===== config.mk =====
export PLATFORM = sky130hd
export DESIGN_NAME = http_reply_header_stripper_flat
export DESIGN_NICKNAME = d
export VERILOG_FILES = /design/src/sv/hrhs_pkg.sv /design/src/sv/hrhs_if.sv /design/src/sv/hrhs_parser.sv /design/src/sv/hrhs_out_queue.sv /design/src/sv/http_reply_header_stripper.sv /design/src/flat_wrapper.sv
export SDC_FILE = /design/constraint.sdc
export NUM_CORES = 1
export LEC_CHECK = 0
export BUFFER_PORTS_ARGS = -buffer_cell sky130_fd_sc_hd__buf_4
export CAP_MARGIN = 10
export CORE_MARGIN = 2
export CORE_UTILIZATION = 43
export DETAILED_ROUTE_END_ITERATION = 8
export GPL_TIMING_DRIVEN = 0
export PLACE_DENSITY_LB_ADDON = 0.3
export REMOVE_ABC_BUFFERS = 1
export SLEW_MARGIN = 20
export SYNTH_ARGS = -nofsm -noshare
export SYNTH_HDL_FRONTEND = slang
export SYNTH_SLANG_ARGS = --single-unit
export TNS_END_PERCENT = 1

===== constraint.sdc =====
create_clock -name clk_i -period 5.25 [get_ports clk_i]
set_input_delay 0.525 -clock clk_i [delete_from_list [all_inputs] [get_ports clk_i]]
set_output_delay 0.525 -clock clk_i [all_outputs]
set_load 0.02 [all_outputs]

===== src/sv/hrhs_pkg.sv =====
// ----------------------------------------------------------------------------
// hrhs_pkg
// Types and constants shared by the HTTP reply header stripper modules.
// ----------------------------------------------------------------------------
`default_nettype none

package hrhs_pkg;

  // Depth of the result queue; the input side needs room for two results
  localparam int unsigned OutDepth = 4;
  localparam int unsigned OutPtrW  = $clog2(OutDepth);
  localparam int unsigned OutCntW  = $clog2(OutDepth + 1);

  // Parse position inside the reply
  typedef enum logic [2:0] {
    PH_PREFIX   = 3'd0,
    PH_VER_NONE = 3'd1,
    PH_VER      = 3'd2,
    PH_BLANKS   = 3'd3,
    PH_STATUS   = 3'd4,
    PH_REST     = 3'd5,
    PH_HEADERS  = 3'd6,
    PH_AFTER    = 3'd7
  } phase_e;

  // Verdict codes
  typedef enum logic [2:0] {
    V_OK        = 3'd0,
    V_REDIRECT  = 3'd1,
    V_OTHER     = 3'd2,
    V_MALFORMED = 3'd3,
    V_NO_END    = 3'd4
  } verdict_e;

  // Result kinds
  localparam logic KIND_BODY    = 1'b0;
  localparam logic KIND_VERDICT = 1'b1;

  // One result item
  typedef struct packed {
    logic        out_kind;
    logic [7:0]  body_byte;
    verdict_e    verdict;
    logic [15:0] status_value;
    logic        is_last;
  } result_t;

  // Results produced by one accepted byte, in order: first, then second
  typedef struct packed {
    logic [1:0] count;
    result_t    first;
    result_t    second;
  } push_t;

endpackage

`default_nettype wire


===== src/sv/hrhs_if.sv =====
// ----------------------------------------------------------------------------
// hrhs_in_if / hrhs_out_if
// Valid/ready channels for received bytes and for result items.
// ----------------------------------------------------------------------------
`default_nettype none

interface hrhs_in_if;
  logic       valid;
  logic       ready;
  logic [7:0] rx_byte;
  logic       end_of_reply;

  modport source (output valid, output rx_byte, output end_of_reply, input ready);
  modport sink   (input valid, input rx_byte, input end_of_reply, output ready);
endinterface

interface hrhs_out_if;
  logic        valid;
  logic        ready;
  logic        out_kind;
  logic [7:0]  body_byte;
  logic [2:0]  verdict;
  logic [15:0] status_value;
  logic        is_last;

  modport source (output valid, output out_kind, output body_byte, output verdict,
                  output status_value, output is_last, input ready);
  modport sink   (input valid, input out_kind, input body_byte, input verdict,
                  input status_value, input is_last, output ready);
endinterface

`default_nettype wire


===== src/sv/hrhs_parser.sv =====
// ----------------------------------------------------------------------------
// hrhs_parser
// Per-byte parse of status line and headers; yields up to two results a byte.
// ----------------------------------------------------------------------------
`default_nettype none

module hrhs_parser (
  input  wire logic          clk_i,
  input  wire logic          rst_ni,
  input  wire logic          accept_i,
  input  wire logic [7:0]    rx_byte_i,
  input  wire logic          end_of_reply_i,
  output hrhs_pkg::push_t    push_o
);
  import hrhs_pkg::*;

  localparam logic [7:0] ChCr  = 8'h0D;
  localparam logic [7:0] ChLf  = 8'h0A;
  localparam logic [7:0] ChDot = 8'h2E;

  typedef struct packed {
    phase_e      phase;
    logic [2:0]  prefix_index;
    logic        dot_seen;
    logic [15:0] status_accum;
    verdict_e    verdict;
    logic        prev_was_cr;
    logic        line_is_empty;
  } state_t;

  function automatic state_t reset_state();
    state_t r;
    r.phase         = PH_PREFIX;
    r.prefix_index  = 3'd0;
    r.dot_seen      = 1'b0;
    r.status_accum  = 16'd0;
    r.verdict       = V_NO_END;
    r.prev_was_cr   = 1'b0;
    r.line_is_empty = 1'b1;
    return r;
  endfunction

  function automatic logic is_digit(logic [7:0] c);
    return (c >= 8'h30) && (c <= 8'h39);
  endfunction

  function automatic logic is_blank(logic [7:0] c);
    return (c == 8'h20) || (c == 8'h09);
  endfunction

  // Characters of "HTTP/"
  function automatic logic [7:0] tag_char(logic [2:0] idx);
    logic [7:0] ch;
    unique case (idx)
      3'd0:    ch = 8'h48;
      3'd1:    ch = 8'h54;
      3'd2:    ch = 8'h54;
      3'd3:    ch = 8'h50;
      default: ch = 8'h2F;
    endcase
    return ch;
  endfunction

  // One ordinary byte of the status line
  function automatic state_t parse_byte(state_t s, logic [7:0] c);
    state_t      r;
    logic [19:0] prod;
    r    = s;
    prod = {1'b0, s.status_accum, 3'b000} + {3'b000, s.status_accum, 1'b0}
         + {16'd0, c[3:0]};
    case (s.phase)
      PH_PREFIX: begin
        if (c == tag_char(s.prefix_index)) begin
          r.prefix_index = s.prefix_index + 3'd1;
          if (s.prefix_index == 3'd4) r.phase = PH_VER_NONE;
        end else begin
          r.phase   = PH_REST;
          r.verdict = V_MALFORMED;
        end
      end
      PH_VER_NONE: begin
        if (is_digit(c)) begin
          r.phase = PH_VER;
        end else if (c == ChDot && !s.dot_seen) begin
          r.dot_seen = 1'b1;
        end else if (!(is_blank(c) && !s.dot_seen)) begin
          r.phase   = PH_REST;
          r.verdict = V_MALFORMED;
        end
      end
      PH_VER: begin
        if (is_digit(c)) begin
          r.phase = PH_VER;
        end else if (c == ChDot && !s.dot_seen) begin
          r.dot_seen = 1'b1;
        end else if (is_blank(c)) begin
          r.phase = PH_BLANKS;
        end else begin
          r.phase   = PH_REST;
          r.verdict = V_MALFORMED;
        end
      end
      PH_BLANKS: begin
        if (is_digit(c)) begin
          r.status_accum = {12'd0, c[3:0]};
          r.phase        = PH_STATUS;
        end else if (!is_blank(c)) begin
          r.phase   = PH_REST;
          r.verdict = V_MALFORMED;
        end
      end
      PH_STATUS: begin
        if (is_digit(c)) begin
          r.status_accum = (prod[19:16] != 4'd0) ? 16'hFFFF : prod[15:0];
        end else begin
          r.phase = PH_REST;
        end
      end
      default: r = s;
    endcase
    return r;
  endfunction

  // CRLF closing the status line
  function automatic state_t line_end(state_t s);
    state_t r;
    r = s;
    if (!(s.phase == PH_STATUS || (s.phase == PH_REST && s.verdict != V_MALFORMED))) begin
      r.phase   = PH_AFTER;
      r.verdict = V_MALFORMED;
    end else if (s.status_accum == 16'd200) begin
      r.phase         = PH_HEADERS;
      r.line_is_empty = 1'b1;
      r.verdict       = V_NO_END;
    end else begin
      r.phase   = PH_AFTER;
      r.verdict = (s.status_accum == 16'd301 || s.status_accum == 16'd302) ?
                  V_REDIRECT : V_OTHER;
    end
    return r;
  endfunction

  state_t  state_q, state_d, step_s;
  result_t body_item, verdict_item;
  logic    body_en;

  // Next state and results for the byte at the input
  always_comb begin
    step_s  = state_q;
    body_en = 1'b0;
    if (state_q.phase <= PH_REST) begin
      if (state_q.prev_was_cr && rx_byte_i == ChLf) begin
        step_s.prev_was_cr = 1'b0;
        step_s = line_end(step_s);
      end else begin
        if (state_q.prev_was_cr) step_s = parse_byte(step_s, ChCr);
        if (rx_byte_i == ChCr) begin
          step_s.prev_was_cr = 1'b1;
        end else begin
          step_s.prev_was_cr = 1'b0;
          step_s = parse_byte(step_s, rx_byte_i);
        end
      end
    end else if (state_q.phase == PH_HEADERS) begin
      if (state_q.prev_was_cr && rx_byte_i == ChLf) begin
        step_s.prev_was_cr = 1'b0;
        if (state_q.line_is_empty) begin
          step_s.phase   = PH_AFTER;
          step_s.verdict = V_OK;
        end else begin
          step_s.line_is_empty = 1'b1;
        end
      end else if (rx_byte_i == ChCr) begin
        if (state_q.prev_was_cr) step_s.line_is_empty = 1'b0;
        step_s.prev_was_cr = 1'b1;
      end else begin
        step_s.prev_was_cr   = 1'b0;
        step_s.line_is_empty = 1'b0;
      end
    end else begin
      body_en = (state_q.verdict == V_OK);
    end

    // body item
    body_item.out_kind     = KIND_BODY;
    body_item.body_byte    = rx_byte_i;
    body_item.verdict      = V_OK;
    body_item.status_value = 16'd0;
    body_item.is_last      = 1'b0;

    // verdict item, taken from the state after this byte
    verdict_item.out_kind     = KIND_VERDICT;
    verdict_item.body_byte    = 8'd0;
    verdict_item.verdict      = (step_s.phase == PH_AFTER) ? step_s.verdict : V_NO_END;
    verdict_item.status_value =
      (step_s.phase == PH_HEADERS ||
       (step_s.phase == PH_AFTER && step_s.verdict <= V_OTHER)) ?
      step_s.status_accum : 16'd0;
    verdict_item.is_last      = 1'b1;

    state_d = end_of_reply_i ? reset_state() : step_s;

    // pack results in order
    push_o.count  = accept_i ? ({1'b0, body_en} + {1'b0, end_of_reply_i}) : 2'd0;
    push_o.first  = body_en ? body_item : verdict_item;
    push_o.second = verdict_item;
  end

  // Parse state register
  always_ff @(posedge clk_i or negedge rst_ni) begin
    if (!rst_ni) begin
      state_q <= reset_state();
    end else if (accept_i) begin
      state_q <= state_d;
    end
  end

endmodule

`default_nettype wire


===== src/sv/hrhs_out_queue.sv =====
// ----------------------------------------------------------------------------
// hrhs_out_queue
// Small result queue that takes up to two items a cycle and sends one while the sink is ready.
// ----------------------------------------------------------------------------
`default_nettype none

module hrhs_out_queue (
  input  wire logic            clk_i,
  input  wire logic            rst_ni,
  input  wire hrhs_pkg::push_t push_i,
  output logic                 room_o,
  hrhs_out_if.source           out_o
);
  import hrhs_pkg::*;

  result_t              mem_q [OutDepth];
  logic [OutPtrW-1:0]   wr_ptr_q, rd_ptr_q;
  logic [OutCntW-1:0]   cnt_q;
  logic                 pop;
  logic [OutPtrW-1:0]   wr_next;
  result_t              head;

  assign wr_next = wr_ptr_q + OutPtrW'(1);
  assign pop     = out_o.valid && out_o.ready;
  assign room_o  = cnt_q <= OutCntW'(OutDepth - 2);
  assign head    = mem_q[rd_ptr_q];

  // Output side
  assign out_o.valid        = cnt_q != '0;
  assign out_o.out_kind     = head.out_kind;
  assign out_o.body_byte    = head.body_byte;
  assign out_o.verdict      = head.verdict;
  assign out_o.status_value = head.status_value;
  assign out_o.is_last      = head.is_last;

  // Storage writes
  always_ff @(posedge clk_i) begin
    if (push_i.count != 2'd0) mem_q[wr_ptr_q] <= push_i.first;
    if (push_i.count == 2'd2) mem_q[wr_next]  <= push_i.second;
  end

  // Pointers and fill count
  always_ff @(posedge clk_i or negedge rst_ni) begin
    if (!rst_ni) begin
      wr_ptr_q <= '0;
      rd_ptr_q <= '0;
      cnt_q    <= '0;
    end else begin
      wr_ptr_q <= wr_ptr_q + OutPtrW'(push_i.count);
      if (pop) rd_ptr_q <= rd_ptr_q + OutPtrW'(1);
      cnt_q <= cnt_q + OutCntW'(push_i.count) - OutCntW'(pop);
    end
  end

endmodule

`default_nettype wire


===== src/sv/http_reply_header_stripper.sv =====
// Each result is written into the result queue when its byte transfers.
// Up to one byte per cycle while the result queue has room; a byte that yields
// body and verdict gives two results, sent in turn by the single-read queue.
// Input ready drops when the four-entry result queue has no room for two.
// Reset (async, active low) puts the parser at the start of a reply and
// empties the result queue; each final byte also returns the parser there.
// ----------------------------------------------------------------------------
// http_reply_header_stripper
// Checks an HTTP status line, skips headers and passes the body of 200 replies.
// ----------------------------------------------------------------------------
`default_nettype none

module http_reply_header_stripper (
  input  wire logic   clk_i,
  input  wire logic   rst_ni,
  hrhs_in_if.sink     in_i,
  hrhs_out_if.source  out_o
);
  import hrhs_pkg::*;

  logic  accept;
  logic  room;
  push_t push;

  assign in_i.ready = room;
  assign accept     = in_i.valid && room;

  hrhs_parser u_parser (
    .clk_i          (clk_i),
    .rst_ni         (rst_ni),
    .accept_i       (accept),
    .rx_byte_i      (in_i.rx_byte),
    .end_of_reply_i (in_i.end_of_reply),
    .push_o         (push)
  );

  hrhs_out_queue u_out_queue (
    .clk_i  (clk_i),
    .rst_ni (rst_ni),
    .push_i (push),
    .room_o (room),
    .out_o  (out_o)
  );

endmodule

`default_nettype wire


===== src/flat_wrapper.sv =====
// flat-port wrapper written by rule: the top's interface ports become plain ports
module http_reply_header_stripper_flat import hrhs_pkg::*;
  (clk_i, rst_ni, in_i_valid, in_i_rx_byte, in_i_end_of_reply, in_i_ready, out_o_valid, out_o_out_kind, out_o_body_byte, out_o_verdict, out_o_status_value, out_o_is_last, out_o_ready);
  hrhs_in_if in_i_i ();
  hrhs_out_if out_o_i ();
  input  wire logic clk_i;
  input  wire logic rst_ni;
  input wire logic [$bits(in_i_i.valid)-1:0] in_i_valid;
  input wire logic [$bits(in_i_i.rx_byte)-1:0] in_i_rx_byte;
  input wire logic [$bits(in_i_i.end_of_reply)-1:0] in_i_end_of_reply;
  output wire logic [$bits(in_i_i.ready)-1:0] in_i_ready;
  output wire logic [$bits(out_o_i.valid)-1:0] out_o_valid;
  output wire logic [$bits(out_o_i.out_kind)-1:0] out_o_out_kind;
  output wire logic [$bits(out_o_i.body_byte)-1:0] out_o_body_byte;
  output wire logic [$bits(out_o_i.verdict)-1:0] out_o_verdict;
  output wire logic [$bits(out_o_i.status_value)-1:0] out_o_status_value;
  output wire logic [$bits(out_o_i.is_last)-1:0] out_o_is_last;
  input wire logic [$bits(out_o_i.ready)-1:0] out_o_ready;
  assign in_i_i.valid = in_i_valid;
  assign in_i_i.rx_byte = in_i_rx_byte;
  assign in_i_i.end_of_reply = in_i_end_of_reply;
  assign in_i_ready = in_i_i.ready;
  assign out_o_valid = out_o_i.valid;
  assign out_o_out_kind = out_o_i.out_kind;
  assign out_o_body_byte = out_o_i.body_byte;
  assign out_o_verdict = out_o_i.verdict;
  assign out_o_status_value = out_o_i.status_value;
  assign out_o_is_last = out_o_i.is_last;
  assign out_o_i.ready = out_o_ready;
  http_reply_header_stripper u_core (.clk_i(clk_i), .rst_ni(rst_ni), .in_i(in_i_i), .out_o(out_o_i));
endmodule

Word level (Yosys, flattened, before mapping) --
Memories as Yosys holds them, arrays and structs flattened. Index checks and enable logic that the tools add are counted.
Operators by class: add/subtract/negate cells 10, multiply operators 0, div/mod/pow operators 0, $lt $le $gt $ge 5, equal/unequal tests 37, shift operators 0, mux-type cells 83, bitwise operators 0, reduce and logical (&&, ||, !) cells 31
Operator list (count):
- $mux W28 | 5
- $mux W3 | 35
- $mux W16 | 4
- $mux W8 | 8
- $pmux W7 S3 | 2
- $eq A16 B9 Y1 const B | 2
- $pmux W16 S2 | 1
- $mux W29 | 1
- $mux W26 | 1
- $eq A3 B2 Y1 const B | 8
- $eq A3 B3 Y1 const B | 8
- $eq A8 B4 Y1 const B | 3
- $add A19 B17 Y20 | 1
- $add A20 B4 Y20 | 1
- $mux W20 | 1
- $eq A16 B8 Y1 const B | 1
- $eq A8 B6 Y1 const B | 2
- $logic_not A3 Y1 | 5
- $mux W1 | 15
- $pmux W3 S5 | 1
- $eq A3 B1 Y1 const B | 4
- $ne A3 B2 Y1 const B | 4
- $pmux W3 S2 | 2
- $pmux W3 S4 | 1
- other kinds (29) | 50
Storage, ports and cells: register bits 35, latch bits 0, bits in writable memories 116, ROM bits 0, input port bits 13, output and inout bits 31, word-level logic and storage cells 177, memories kept 1
Memory list:
- u_core.u_out_queue.mem_q | words 4, bits a word 29, rd ports 1, clocked after memory_dff 0, write ports 2, line hrhs_out_queue.sv:16 | result_t mem_q [OutDepth];

Logic depth before layout (Yosys ltp) --
word-level depth 31, gate-level depth with buffers 16, mapped depth without buffers 13

By module --
A second synthesis with hierarchy kept.
Unflattened totals: cells, all modules 826, area, all modules 9929.5 um^2
Modules (own cells, without submodules):
- hrhs_out_queue | instances 1, cells an instance 320, area an instance 6050.8 um^2, seq. area each 3658.5 um^2
- hrhs_parser | instances 1, cells an instance 505, area an instance 3872.5 um^2, seq. area each 703.2 um^2
- http_reply_header_stripper | instances 1, cells an instance 1, area an instance 6.3 um^2, seq. area each 0.0 um^2

Worst setup path after synthesis --
No wires, ideal clock.
path type flip-flop to flip-flop, start register u_core.u_parser.state_q[26] in the netlist's numbering, end memory u_core.u_out_queue.mem_q[1][10] in the netlist's numbering (data pin), setup time 141 ps, data arrival time 3796 ps, data required time 5109 ps, slack 1312 ps, cell stages (with the launch flop) 14, buffers on the path 6, period minus slack after synthesis 3938 ps, path through dfrtp_1 > clkbuf_1 > clkbuf_1 > nand2_1 > nor4_1 > clkbuf_1 > ha_1 > clkbuf_1 > nor4_1 > nor2_1 > or3_4 > buf_6 > buf_6 > nor2_1
RTL lines:
- start, declared | line hrhs_parser.sv:143 | state_t state_q, state_d, step_s;
- start signal, assigned | line hrhs_parser.sv:212 | state_q <= reset_state();
- start signal, assigned | line hrhs_parser.sv:214 | state_q <= state_d;
- end, declared | line hrhs_out_queue.sv:16

==> flow_summary.yaml <==
setup_path:
  cp_common_cell: "nor2_1"
  path_class: "flop to flop"
  cp_max_fo: 20
  start_kind: "flop"
  path_buf_inv: 1
  rrSetupSlack_ns: 0.58
  path_depth: 11
  rr_worst_depth: 11
  r2r_start: "u_core.u_parser.state_q[25]$_DFFE_PN0P_"
  path_cells: "nand2_1, nor4_2, buf_4, ha_1, nor2_1, nor2_1, nand3b_1, nor2_1, nor2_1, or3_1, nor2_1"
  rr_endpoint: "u_core.u_out_queue.mem_q[2][13]$_DFFE_PP_"
  cp_slowest_cell: "dfrtp_1"
  path_delay_family: "simple AND/OR/NAND/NOR gates"
  crit_required_ns: 5.51
  crit_path_end_kind: "flop"
  crit_start: "u_core.u_parser.state_q[25]$_DFFE_PN0P_"
  critPathMaxStageDelay_ns: 0.75
  cp.arrival_ns: 4.93
  crit_end: "u_core.u_out_queue.mem_q[2][13]$_DFFE_PP_"
timing:
  clock-skew-final_ns: 0.0101
  finalCritPeriodShare: 0.889
  worst_pin_slew_ns: 1.09
  timing.fmax_mhz: 214
  finalHoldViolations: 0
  drv_slew: 0
  rsz0062_at_grt: "false"
  fin_ws_ns: 0.584
  period_minus_slack_ns: 4.67
  slew_headroom: 0.274
  setup_viol: 0
cts:
  root_buffer: "clkbuf_16"
  cts_setup_buffers: 0
  cts-hold-fix-buffers: 0
  clk_pin_slew_ns: 0.06
  cts_sinks: 147
  clock_latency_ns: 0.43
  htree_levels: 4
  numCtsBuffers: 17
  cts_tree: "done"
  cts_resized: 0
  ctsLongestPathBuffers: 2
floorplan:
  io-pin-count: 44
  fp.dieW_um: 145
  die-area_um2: 21100
  die_h_um: 145
  initial_core_util: 0.439
  coreArea_um2: 19500
  num_rows: 51
finish:
  n_antenna_cell: 0
  stdcell_area_um2: 9660
  drive_gt1_frac: 0.153
  area.growth.synth_to_final_pct: 12.8
  fill_cells: 1802
  fin_nets: 944
synthesis:
  synthTopCellsByCount: "nor2_1, a21oi_1, edfxtp_1"
  netlist_top_cells_area: "edfxtp_1, dfrtp_1, dfxtp_1, nor2_1, mux4_2"
  ys.flop_type: "edfxtp_1"
  synth_area_um2: 8570
  synth-seq-cells: 147
  ys_seq_area_frac: 0.453
  post_synth.cell_area_avg_um2: 9.91
  synth_edf_count: 76
  post-synth-top-area-fraction: 0.266
  synth.distinct_cells: 77
  syn_inst: 865
  ys.warnings.count: 0
  ys_async_sr_fraction: 0.238
  yosysMostFrequentCell: "nor2_1"
  synth_top_area_cell: "edfxtp_1"
pwr:
  p_comb_frac: 0.343
  power.density_nw_per_um2: 426
  switching_share: 0.355
  total_leakage_power_nw: 3.77
  p_switching_mw: 1.46
  peakVddDrop_mv: 0.190
  clkPwrFrac: 0.286
  power_mw: 4.12
  pwr-share-seq: 0.372
  internal_power_mw: 2.65
detailed_routing:
  routed_via_density: 5.70
  drt_iter0_markers: 705
  wl_per_cell_um: 17.3
  antenna_left: 0
  totalWireLength_mm: 20.1
  route.detailed.drc: 0
  vias: 6646
  drt_pass1_iterations: 5
place:
  place_area_um2: 9080
  dp_slack_ns: 0.573
  hpwl_mm: 14.0
  globalplace.congestion: 0.861
  io_buffers: 43
grt:
  grt_start_max_net_pins: 36
  grt_first_pass_wirelength_mm: 32.8
  groute.usage.overall: 0.195
  overflow: 0
  grt_pass1_vias: 6294
  antenna_found_initial: 0
status:
  status: "completed"
worst_hold_path:
  hold_class: "input port to async pin"
job:
  drv_cap: 0
metal layers:
metal | GRT usage | vias to the layer above | share of wire
li1 | - | 3203 | -
met1 | 0.271 | 3198 | 0.46
met2 | 0.314 | 219 | 0.47
met3 | 0.0352 | 26 | 0.051
met4 | 0.0559 | 0 | 0.014
met5 | 0 | - | 0
power by group through the flow:
stage | registers (mW) | clock network (mW) | logic (mW)
finish | 1.53 | 1.18 | 1.41
global placement | 1.60 | 0 | 1.31
detailed placement | 1.55 | 0 | 1.41
CTS | 1.53 | 1.19 | 1.42
floorplan | 1.52 | 0 | 0.945
global route | 1.55 | 1.25 | 1.54
state kept, by name (all words and copies together), names as in the netlist:
register,cells
u_core.u_out_queue.cnt_q,3
u_core.u_out_queue.mem_q,112
u_core.u_out_queue.rd_ptr_q,2
u_core.u_out_queue.wr_ptr_q,2
u_core.u_parser.state_q,28
cells in the final DEF, fill, tap and decap left out, drive strengths merged, types with 4 or more instances in the layout:
| cell type | synthesis | final |
|---|---|---|
| and3 | 7 | 7 |
| nor4 | 6 | 6 |
| mux2i | 4 | 4 |
| o31ai | 5 | 5 |
| inv | 24 | 32 |
| nand4 | 8 | 8 |
| mux4 | 28 | 28 |
| o22ai | 5 | 5 |
| or2 | 4 | 4 |
| nand4b | 4 | 4 |
| edfxtp | 76 | 76 |
| clkbuf | 29 | 17 |
| dfrtp | 33 | 33 |
| nor2 | 184 | 184 |
| dfxtp | 36 | 36 |
| nand2b | 18 | 18 |
| buf | 15 | 47 |
| o211ai | 4 | 4 |
| a22o | 7 | 7 |
| a22oi | 6 | 6 |
| nor3 | 12 | 12 |
| a21o | 8 | 8 |
| xor2 | 8 | 8 |
| ha | 41 | 41 |
| nand3b | 6 | 6 |
| a211oi | 4 | 4 |
| nor2b | 15 | 15 |
| clkinv | 0 | 4 |
| xnor2 | 10 | 10 |
| a21oi | 78 | 78 |
| o21ai | 29 | 29 |
| or3 | 13 | 13 |
| nand3 | 10 | 10 |
| nand2 | 65 | 65 |
| and2 | 5 | 5 |
| a2bb2oi | 9 | 9 |
per-stage QoR:
step / cells / TNS, ns / hold slack [ns] / util
final: 1165 / 0 / 0.0602 / 0.495
after CTS: 1165 / 0 / 0.0772 / 0.494
after detailed placement: 1133 / 0 / 0.434 / 0.465
after global placement: 1129 / -39.10 / 0.430 / 0.461
after floorplan: 821 / 0 / 0.229 / -
after global routing: 1165 / 0 / 0.101 / 0.495
area by class of cell:
class / instances / area (µm²) / share of cell area
Multi-Input combinational cell: 650 / 4400 / 0.456
Sequential cell: 147 / 3880 / 0.402
Clock buffer: 17 / 425 / 0.0440
Timing Repair Buffer: 47 / 385 / 0.0399
Tap cell: 265 / 332 / 0.0343
Clock inverter: 15 / 144 / 0.0149
Inverter: 24 / 90.1 / 0.00932
how the worst min path moves through the flow:
stage	from	end	slack [ns]
detailed placement	u_core.u_out_queue.mem_q[3][0]$_SDFFE_PP1P_	u_core.u_out_queue.mem_q[3][0]$_SDFFE_PP1P_	0.43
finish	rst_ni	u_core.u_parser.state_q[18]$_DFFE_PN0P_	0.06
floorplan	rst_ni	u_core.u_out_queue.cnt_q[0]$_DFF_PN0_	0.23
global route	rst_ni	u_core.u_out_queue.wr_ptr_q[0]$_DFF_PN0_	0.10
global placement	u_core.u_out_queue.mem_q[1][0]$_SDFFE_PP1P_	u_core.u_out_queue.mem_q[1][0]$_SDFFE_PP1P_	0.43
CTS	rst_ni	u_core.u_parser.state_q[20]$_DFFE_PN0P_	0.08
cells by family after synthesis:
kind of cell	share of synthesized area
buf+inv	0.0371
mux	0.0783
simple gates	0.206
compound gates	0.141
xor+xnor	0.0184
flops	0.453
fa+ha+maj	0.0669
Note: power is estimated with default switching activity, not from simulation.
